`src/design/eim_pkg.sv`:
```
package eim_pkg;

   // bus phases of the slave state machine
   typedef enum logic [3:0] {
      PH_IDLE     = 4'd0,
      PH_START    = 4'd1,
      PH_RX_CMD   = 4'd2,
      PH_ACK_CMD  = 4'd3,
      PH_RX_ADDR  = 4'd4,
      PH_ACK_ADDR = 4'd5,
      PH_RX_DATA  = 4'd6,
      PH_ACK_WR   = 4'd7,
      PH_WRPEND   = 4'd8,
      PH_TX_DATA  = 4'd9,
      PH_ACK_RD   = 4'd10
   } phase_type;

   localparam logic [7:0]  CMD_MASK         = 8'hF0;
   localparam logic [7:0]  CMD_DEVICE_ID    = 8'hA0;
   localparam logic [7:0]  CMD_READ_BIT     = 8'h01;
   localparam logic [3:0]  BYTE_BITS        = 4'd8;
   localparam logic [15:0] WRITE_TIME_RESET = 16'd4000;

endpackage

```
`src/design/eim_ram.sv`:
```
module eim_ram #(
   parameter int WIDTH = 8,
   parameter int DEPTH = 256
) (
   input  logic                     clock,
   input  logic                     wr_en,
   input  logic [$clog2(DEPTH)-1:0] wr_addr,
   input  logic [WIDTH-1:0]         wr_data,
   input  logic [$clog2(DEPTH)-1:0] rd_addr,
   output logic [WIDTH-1:0]         rd_data
);

   logic [WIDTH-1:0] mem [DEPTH];
   logic [WIDTH-1:0] rd_data_ff;

   always_ff @(posedge clock) begin
      if (wr_en) begin
         mem[wr_addr] <= wr_data;
      end
      rd_data_ff <= mem[rd_addr];
   end

   assign rd_data = rd_data_ff;

endmodule

```
`src/design/i2c_eeprom_slave.sv`:
```
// i2c serial eeprom slave, 24xx style
// req channel: one transaction per clock tick of the bus, carrying the sampled
//   scl and sda line levels; rsp channel: one transaction per req transaction,
//   carrying the sda drive (1 releases, 0 pulls low) and the busy flag
// csr port: csr_wr_en writes csr_wr_data into write_time, the number of ticks
//   the device stays busy after a committed write (0 acts as 1)
// throughput: one req transaction per cycle while rsp does not stall; the byte store is a
//   single-port-write ram whose read port prefetches the current word address
//   every cycle, so a read command or master ack finds its byte ready
// latency: the response for a req transaction is shown the cycle after accept
// when rsp stalls, the output register holds the response and req_tready
//   drops until it is taken; nothing is lost or repeated
// reset (synchronous, active high): bus idle, sda released, not busy,
//   write_time 4000; the byte store reads as zero at once through one valid
//   bit per entry, so no clearing pass is needed
module i2c_eeprom_slave
   import eim_pkg::*;
#(
   parameter int MEM_DEPTH = 256
) (
   input  logic        clock,
   input  logic        reset,
   input  logic        req_tvalid,
   output logic        req_tready,
   input  logic [7:0]  req_tdata,    // [0] scl_level, [1] sda_level
   output logic        rsp_tvalid,
   input  logic        rsp_tready,
   output logic [7:0]  rsp_tdata,    // [0] sda_release, [1] busy_res
   input  logic        csr_wr_en,
   input  logic [15:0] csr_wr_data   // write_time
);

   localparam int AW = $clog2(MEM_DEPTH);
   localparam logic [11:0] DEPTH_W = 12'(MEM_DEPTH);
   localparam logic [AW:0] DEPTH_A = (AW + 1)'(MEM_DEPTH);

   // architectural state
   phase_type      phase_ff, phase_in;
   logic [7:0]     shift_ff, shift_in;
   logic [3:0]     bitcnt_ff, bitcnt_in;
   logic [AW-1:0]  addr_ff, addr_in;
   logic           drive_ff, drive_in;
   logic           busy_ff, busy_in;
   logic [15:0]    ticks_ff, ticks_in;
   logic           last_scl_ff, last_scl_in;
   logic           last_sda_ff, last_sda_in;
   logic [15:0]    write_time_ff;

   // byte store bookkeeping
   logic [MEM_DEPTH-1:0] valid_ff;
   logic                 rd_valid_ff;
   logic                 fwd_ff;
   logic [7:0]           fwd_data_ff;
   logic [7:0]           ram_q;
   logic [7:0]           mem_byte;
   logic                 ram_we;

   // output register
   logic       rsp_valid_ff;
   logic [7:0] rsp_data_ff;

   logic       accept;
   logic       scl, sda;
   logic       scl_fall;
   logic       bus_cond;
   logic       is_stop, is_start;
   logic       busy_dec;
   logic [15:0] ticks_dec;
   logic [7:0] shift_rx;
   logic [3:0] bitcnt_rx;
   logic       byte_done;
   logic [11:0] addr_mod;
   logic [AW-1:0] addr_rx;
   logic [AW:0] addr_plus;
   logic [AW-1:0] addr_next;
   logic [2:0] tx_bit;

   assign req_tready = !rsp_valid_ff || rsp_tready;
   assign accept     = req_tvalid && req_tready;
   assign scl        = req_tdata[0];
   assign sda        = req_tdata[1];

   // falling scl steps the phase machine; sda change with scl held high is a
   // start (falling) or a stop (rising)
   assign scl_fall = last_scl_ff && !scl;
   assign bus_cond = last_scl_ff && scl && (sda != last_sda_ff);
   assign is_stop  = accept && bus_cond && sda;
   assign is_start = accept && bus_cond && !sda && !busy_dec;

   // the byte at the current address; a write in the previous cycle is
   // forwarded, an entry never written reads as zero
   assign mem_byte = fwd_ff ? fwd_data_ff : (rd_valid_ff ? ram_q : 8'h00);

   // receive shifter
   assign shift_rx  = {shift_ff[6:0], sda};
   assign bitcnt_rx = bitcnt_ff + 4'd1;
   assign byte_done = (bitcnt_rx == BYTE_BITS);

   // transmit bit index after the countdown
   assign tx_bit = bitcnt_ff[2:0] - 3'd1;

   // received address folded into the store depth by restoring subtraction
   always_comb begin
      addr_mod = {4'd0, shift_rx};
      for (int k = 3; k >= 0; k--) begin
         if (addr_mod >= (DEPTH_W << k)) begin
            addr_mod = addr_mod - (DEPTH_W << k);
         end
      end
   end
   assign addr_rx = addr_mod[AW-1:0];

   // address increment with wrap at the store depth
   assign addr_plus = {1'b0, addr_ff} + {{AW{1'b0}}, 1'b1};
   assign addr_next = (addr_plus == DEPTH_A) ? '0 : addr_plus[AW-1:0];

   // busy countdown happens before the bus is looked at
   always_comb begin
      busy_dec  = busy_ff;
      ticks_dec = ticks_ff;
      if (busy_ff) begin
         if (ticks_ff != 16'd0) begin
            ticks_dec = ticks_ff - 16'd1;
         end
         if (ticks_dec == 16'd0) begin
            busy_dec = 1'b0;
         end
      end
   end

   // stop after a complete data byte commits it
   assign ram_we = is_stop && (phase_ff == PH_WRPEND);

   always_comb begin
      busy_in  = busy_ff;
      ticks_in = ticks_ff;
      if (accept) begin
         busy_in  = busy_dec;
         ticks_in = ticks_dec;
         if (ram_we) begin
            busy_in  = 1'b1;
            ticks_in = (write_time_ff == 16'd0) ? 16'd1 : write_time_ff;
         end
      end
   end

   // next phase
   always_comb begin
      phase_in = phase_ff;
      if (accept && scl_fall) begin
         unique case (phase_ff)
            PH_IDLE:     phase_in = PH_IDLE;
            PH_START:    phase_in = PH_RX_CMD;
            PH_RX_CMD: begin
               if (byte_done) begin
                  phase_in = ((shift_rx & CMD_MASK) == CMD_DEVICE_ID) ? PH_ACK_CMD : PH_IDLE;
               end
            end
            PH_ACK_CMD: begin
               phase_in = ((shift_ff & CMD_READ_BIT) != 8'h00) ? PH_TX_DATA : PH_RX_ADDR;
            end
            PH_RX_ADDR: begin
               if (byte_done) begin
                  phase_in = PH_ACK_ADDR;
               end
            end
            PH_ACK_ADDR: phase_in = PH_RX_DATA;
            PH_RX_DATA: begin
               if (byte_done) begin
                  phase_in = PH_ACK_WR;
               end
            end
            PH_ACK_WR:   phase_in = PH_WRPEND;
            PH_WRPEND:   phase_in = PH_RX_DATA;
            PH_TX_DATA: begin
               if (bitcnt_ff == 4'd0) begin
                  phase_in = PH_ACK_RD;
               end
            end
            PH_ACK_RD:   phase_in = sda ? PH_IDLE : PH_TX_DATA;
            default:     phase_in = phase_ff;
         endcase
      end else if (is_stop) begin
         phase_in = PH_IDLE;
      end else if (is_start) begin
         phase_in = PH_START;
      end
   end

   // shifter, counter, address and sda drive
   always_comb begin
      shift_in  = shift_ff;
      bitcnt_in = bitcnt_ff;
      addr_in   = addr_ff;
      drive_in  = drive_ff;
      if (accept && scl_fall) begin
         unique case (phase_ff)
            PH_IDLE:  drive_in = 1'b1;
            PH_START: drive_in = 1'b1;
            PH_RX_CMD: begin
               shift_in  = shift_rx;
               bitcnt_in = bitcnt_rx;
               if (byte_done && ((shift_rx & CMD_MASK) == CMD_DEVICE_ID)) begin
                  drive_in = 1'b0;
               end
            end
            PH_ACK_CMD: begin
               if ((shift_ff & CMD_READ_BIT) != 8'h00) begin
                  // load the byte and drive its msb
                  shift_in  = mem_byte;
                  bitcnt_in = 4'd7;
                  drive_in  = mem_byte[7];
               end else begin
                  shift_in  = 8'h00;
                  bitcnt_in = 4'd0;
                  drive_in  = 1'b1;
               end
            end
            PH_RX_ADDR: begin
               shift_in  = shift_rx;
               bitcnt_in = bitcnt_rx;
               if (byte_done) begin
                  drive_in = 1'b0;
                  addr_in  = addr_rx;
               end
            end
            PH_ACK_ADDR: begin
               drive_in  = 1'b1;
               shift_in  = 8'h00;
               bitcnt_in = 4'd0;
            end
            PH_RX_DATA: begin
               shift_in  = shift_rx;
               bitcnt_in = bitcnt_rx;
               if (byte_done) begin
                  drive_in = 1'b0;
               end
            end
            PH_ACK_WR: drive_in = 1'b1;
            PH_WRPEND: begin
               // extra data: the new first bit is taken here
               shift_in  = {7'd0, sda};
               bitcnt_in = 4'd1;
            end
            PH_TX_DATA: begin
               if (bitcnt_ff == 4'd0) begin
                  drive_in = 1'b1;
                  addr_in  = addr_next;
               end else begin
                  bitcnt_in = {1'b0, tx_bit};
                  drive_in  = shift_ff[tx_bit];
               end
            end
            PH_ACK_RD: begin
               if (!sda) begin
                  shift_in  = mem_byte;
                  bitcnt_in = 4'd7;
                  drive_in  = mem_byte[7];
               end
            end
            default: drive_in = 1'b1;
         endcase
      end else if (is_start) begin
         shift_in  = 8'h00;
         bitcnt_in = 4'd0;
      end
   end

   assign last_scl_in = accept ? scl : last_scl_ff;
   assign last_sda_in = accept ? sda : last_sda_ff;

   always_ff @(posedge clock) begin
      if (reset) begin
         phase_ff      <= PH_IDLE;
         shift_ff      <= 8'h00;
         bitcnt_ff     <= 4'd0;
         addr_ff       <= '0;
         drive_ff      <= 1'b1;
         busy_ff       <= 1'b0;
         ticks_ff      <= 16'd0;
         last_scl_ff   <= 1'b1;
         last_sda_ff   <= 1'b1;
         write_time_ff <= WRITE_TIME_RESET;
         valid_ff      <= '0;
         rd_valid_ff   <= 1'b0;
         fwd_ff        <= 1'b0;
         rsp_valid_ff  <= 1'b0;
      end else begin
         phase_ff    <= phase_in;
         shift_ff    <= shift_in;
         bitcnt_ff   <= bitcnt_in;
         addr_ff     <= addr_in;
         drive_ff    <= drive_in;
         busy_ff     <= busy_in;
         ticks_ff    <= ticks_in;
         last_scl_ff <= last_scl_in;
         last_sda_ff <= last_sda_in;
         if (csr_wr_en) begin
            write_time_ff <= csr_wr_data;
         end
         if (ram_we) begin
            valid_ff[addr_ff] <= 1'b1;
         end
         // prefetch tracks the address the next transaction will see
         rd_valid_ff <= valid_ff[addr_in];
         fwd_ff      <= ram_we && (addr_in == addr_ff);
         if (accept) begin
            rsp_valid_ff <= 1'b1;
         end else if (rsp_tready) begin
            rsp_valid_ff <= 1'b0;
         end
      end
   end

   // payload registers
   always_ff @(posedge clock) begin
      fwd_data_ff <= shift_ff;
      if (accept) begin
         rsp_data_ff <= {6'd0, busy_in, drive_in};
      end
   end

   eim_ram #(
      .WIDTH (8),
      .DEPTH (MEM_DEPTH)
   ) u_ram (
      .clock   (clock),
      .wr_en   (ram_we),
      .wr_addr (addr_ff),
      .wr_data (shift_ff),
      .rd_addr (addr_in),
      .rd_data (ram_q)
   );

   assign rsp_tvalid = rsp_valid_ff;
   assign rsp_tdata  = rsp_data_ff;

endmodule

```
`config.mk`:
```
export PLATFORM = sky130hd
export DESIGN_NAME = i2c_eeprom_slave
export DESIGN_NICKNAME = d
export VERILOG_FILES = /design/src/design/eim_pkg.sv /design/src/design/eim_ram.sv /design/src/design/i2c_eeprom_slave.sv
export SDC_FILE = /design/constraint.sdc
export NUM_CORES = 2
export LEC_CHECK = 0
export ABC_AREA = 1
export BUFFER_PORTS_ARGS = -buffer_cell sky130_fd_sc_hd__buf_2
export CELL_PAD_IN_SITES_DETAIL_PLACEMENT = 2
export CELL_PAD_IN_SITES_GLOBAL_PLACEMENT = 2
export CORE_MARGIN = 2
export CORE_UTILIZATION = 39
export CTS_CLUSTER_SIZE = 16
export DETAILED_ROUTE_END_ITERATION = 8
export GPL_ROUTABILITY_DRIVEN = 1
export PLACE_DENSITY = 0.86
export RECOVER_POWER = 50
export SYNTH_ARGS = -nofsm -noshare
export SYNTH_HDL_FRONTEND = slang
export SYNTH_HIERARCHICAL = 1
export SYNTH_SLANG_ARGS = --single-unit
```
`constraint.sdc`:
```
create_clock -name clock -period 6.4 [get_ports clock]
set_input_delay 0.96 -clock clock [delete_from_list [all_inputs] [get_ports clock]]
set_output_delay 0.96 -clock clock [all_outputs]
set_load 0.01 [all_outputs]
```
==> reports/results.ini <==
[grt]
grt_max_degree=186
globalRouteOverflowTotal=0
grtUsageTotal_pct=32.0
grt_pass1_wl_um=609000
antenna_found_initial=17
grt_pass1_vias=85002

[logic_synthesis]
ys_seq_area_share_pct=69.1
synth_edf_count=2050
ys_ff_latch=2385
ys.flop_type=edfxtp_1
syn_avg_cell_area_sq_um=10.8
synth_top_area_share_pct=62.3
yosys_warnings=6
synth_area_leaders=edfxtp_1 (62%), nand3_1 (12%), nand2_1 (9.3%)
syn_area_sq_um=98800
yosys.area.top_type=edfxtp_1
ys_async_sr_fraction_pct=0
synthDistinctLibCells=53
synthCells=9123

[final_layout]
fin_area_sq_um=110000
drive_gt1_share_pct=5.85
area_delta_synth_final_pct=11.1
final_util_pct=43.6
fillers=25387
num-nets-final=8990

[power_and_ir_drop]
power.share.switching_pct=25.8
power.leakage_nw=38.3
power_frac_comb_pct=7.6
power_density_nw_per_um2=322
p_clk_share_pct=43.7
seqPwrFrac_pct=48.8
internal-power_mw=26.2
ir_drop_uv=371
switchingPower_mw=9.11

[min_path]
hold_path_end=write_time_ff[11]
hp-start=csr_wr_data[11]
hold-path-cell-count=3
hp-class=primary input to register

[route]
antenna_left=0
routed_wl_um=419000
drt_iter0_drc=9353
wl_per_cell_um=33.6
viasPerCell=6.26
drtPass1Iterations=6
drc=0
via_count=78256

[clock_tree]
cts_tree=built
htreeDepth=5
cts_setup_buffers=0
numClockSinks=2385
clk_path_buf_depth=4
cts_resized=0
ctsHoldBuffers=0
cts_root_buffer=clkbuf_16
numCtsBuffers=277
clk_latency_ns=0.99
path_clk_slew_ns=0.08

[setup_path]
reg2reg_depth=2
r2r-end=u_ram/mem[164][0]
path_max_fanout=84
regToRegSetupSlack_ns=0.33
critPathLaunchType=register
worst_setup_path_end_kind=register
rr_startpoint=shift_ff[0]
crit_type=register to register
cp.required_ns=6.95
worstPathArrival_ns=6.62

[place]
port_buffers=26
hpwl_um=220000
place.gp.congestion=0.834
place_area_sq_um=102000

[sta]
max_freq_mhz=165
period_needed_ns=6.07
finalSetupViolCount=0
hold_viol_final=0
rsz0062_at_grt=no
final_max_slew_viol_count=1704
tightestPinTransition_ns=4.29
finalCritPeriodShare_pct=94.8
setup-tns-final_ns=0
fin_skew_ns=0.0742
slew_headroom_pct=-186

[outcome]
failed_checks=capacitance limit, slew limit
status=finished, violations left

[floorplanning]
ios=39
start_util_pct=39.3
die_h_um=507
core_sq_um=252000
die_w_um=507
rows=184
dieArea_sq_um=257000

[job]
drv_cap=27

-- layout by cell type, fill, tap and decap left out, types with 7 or more instances in the layout --
cell type / Yosys / final
nor2_1: 420 / 419
ha_1: 9 / 9
buf_2: 312 / 21
buf_12: 0 / 38
nand3_1: 2350 / 2350
nand2_2: 7 / 7
inv_1: 380 / 379
buf_4: 67 / 70
diode_2: 0 / 14
edfxtp_1: 2050 / 2050
xor2_1: 7 / 7
clkbuf_2: 0 / 11
inv_6: 1 / 11
o211ai_1: 56 / 56
bufinv_16: 0 / 12
nand2_1: 2439 / 2439
a32oi_1: 7 / 7
clkinv_2: 0 / 32
nand4_1: 11 / 11
dfxtp_1: 335 / 333
nor4_1: 7 / 7
o32ai_1: 14 / 14
clkbuf_16: 0 / 282
o22ai_1: 207 / 207
clkbuf_1: 174 / 81
o21ai_0: 71 / 71
a21oi_1: 55 / 55
clkinv_1: 1 / 61
nor3_1: 9 / 9
-- flip-flops by register name, summed over array words and instances, names as in the netlist --
register,flops
u_ram/mem,2048
valid_ff,256
ticks_ff,16
write_time_ff,16
addr_ff,8
fwd_data_ff,8
shift_ff,8
u_ram/rd_data,8
bitcnt_ff,4
phase_ff,4
rsp_tdata,2
busy_ff,1
drive_ff,1
fwd_ff,1
last_scl_ff,1
last_sda_ff,1
rd_valid_ff,1
rsp_tvalid,1
-- synth_stat cells, types with 24 or more instances --
library cell / count
o21ai_0: 71
edfxtp_1: 2050
buf_1: 40
nand2_1: 2439
nor2_1: 420
buf_4: 67
o22ai_1: 207
inv_1: 380
nand3_1: 2350
buf_2: 312
o211ai_1: 56
dfxtp_1: 335
buf_6: 24
clkbuf_1: 174
a21oi_1: 55
-- kinds of logic (layout without fill, tap and decap cells) --
group	after synthesis	in the layout	share of synthesized area (%)
adder cells (fa/ha/maj)	9	9	0.114
flip-flops	2385	2385	69.1
AO/OA/AOI/OAI	443	443	2.87
XOR/XNOR	12	12	0.106
other	1	20	0.00380
AND/OR/NAND/NOR	5259	5259	23.1
buffers and inverters	1014	1022	4.70
-- per-stage QoR --
step / total power [mW] / hold WS, ns / worst slack (ns) / cells
after floorplan: 18.9 / 0.429 / 0.336 / 9128
after global placement: 19.7 / 0.438 / 1.05 / 12021
after detailed placement: 19.9 / 0.455 / 0.786 / 12021
after CTS: 35.3 / 0.203 / 1.03 / 12484
after global routing: 36.0 / 0.239 / 0.536 / 12488
final: 35.3 / 0.242 / 0.333 / 12498
-- worst max-delay path by stage --
| stage | startpoint | to | slack [ns] | depth (start not counted) |
|---|---|---|---|---|
| floorplan | shift_ff[0] | u_ram/rd_data[3] | 0.34 | 20 |
| CTS | bitcnt_ff[0] | u_ram/rd_data[5] | 1.03 | 21 |
| global placement | rsp_tready | u_ram/rd_data[5] | 1.05 | 23 |
| finish | shift_ff[0] | u_ram/mem[164][0] | 0.33 | 2 |
| global route | shift_ff[7] | drive_ff | 0.54 | 7 |
| detailed placement | rsp_tready | u_ram/rd_data[5] | 0.79 | 23 |
-- routing by layer --
layer | global-route usage (%) | vias to the layer above | share of wire (%)
li1 | - | 31642 | -
met3 | 6.20 | 1560 | 7.9
met1 | 37.0 | 40462 | 36
met5 | 0 | - | 0.029
met2 | 54.4 | 4574 | 49
met4 | 20.4 | 18 | 7.1
-- power groups by stage --
stage | clock network, mW | registers (mW) | logic (mW)
after floorplan | 0 | 17.6 | 1.29
after global placement | 0 | 17.5 | 2.23
after detailed placement | 0 | 17.5 | 2.45
after CTS | 15.6 | 17.2 | 2.59
after global routing | 16.0 | 17.2 | 2.75
final | 15.4 | 17.2 | 2.67
-- worst max-delay path, stage by stage (launching register included) --
cell and delay [ns]:
dfxtp_4 0.87, clkbuf_1 2.87, clkbuf_4 1.61
-- layout make-up --
type / count / area [sq um] / area share (%)
Tap cell: 3348 / 4190 / 3.82
Timing Repair Buffer: 163 / 1540 / 1.40
Inverter: 396 / 1550 / 1.42
Multi-Input combinational cell: 5729 / 25900 / 23.6
Clock inverter: 116 / 851 / 0.775
Sequential cell: 2385 / 68300 / 62.2
Clock buffer: 347 / 7360 / 6.71
Antenna cell: 14 / 35.0 / 0.0319
(Power assumes the default switching activity.)
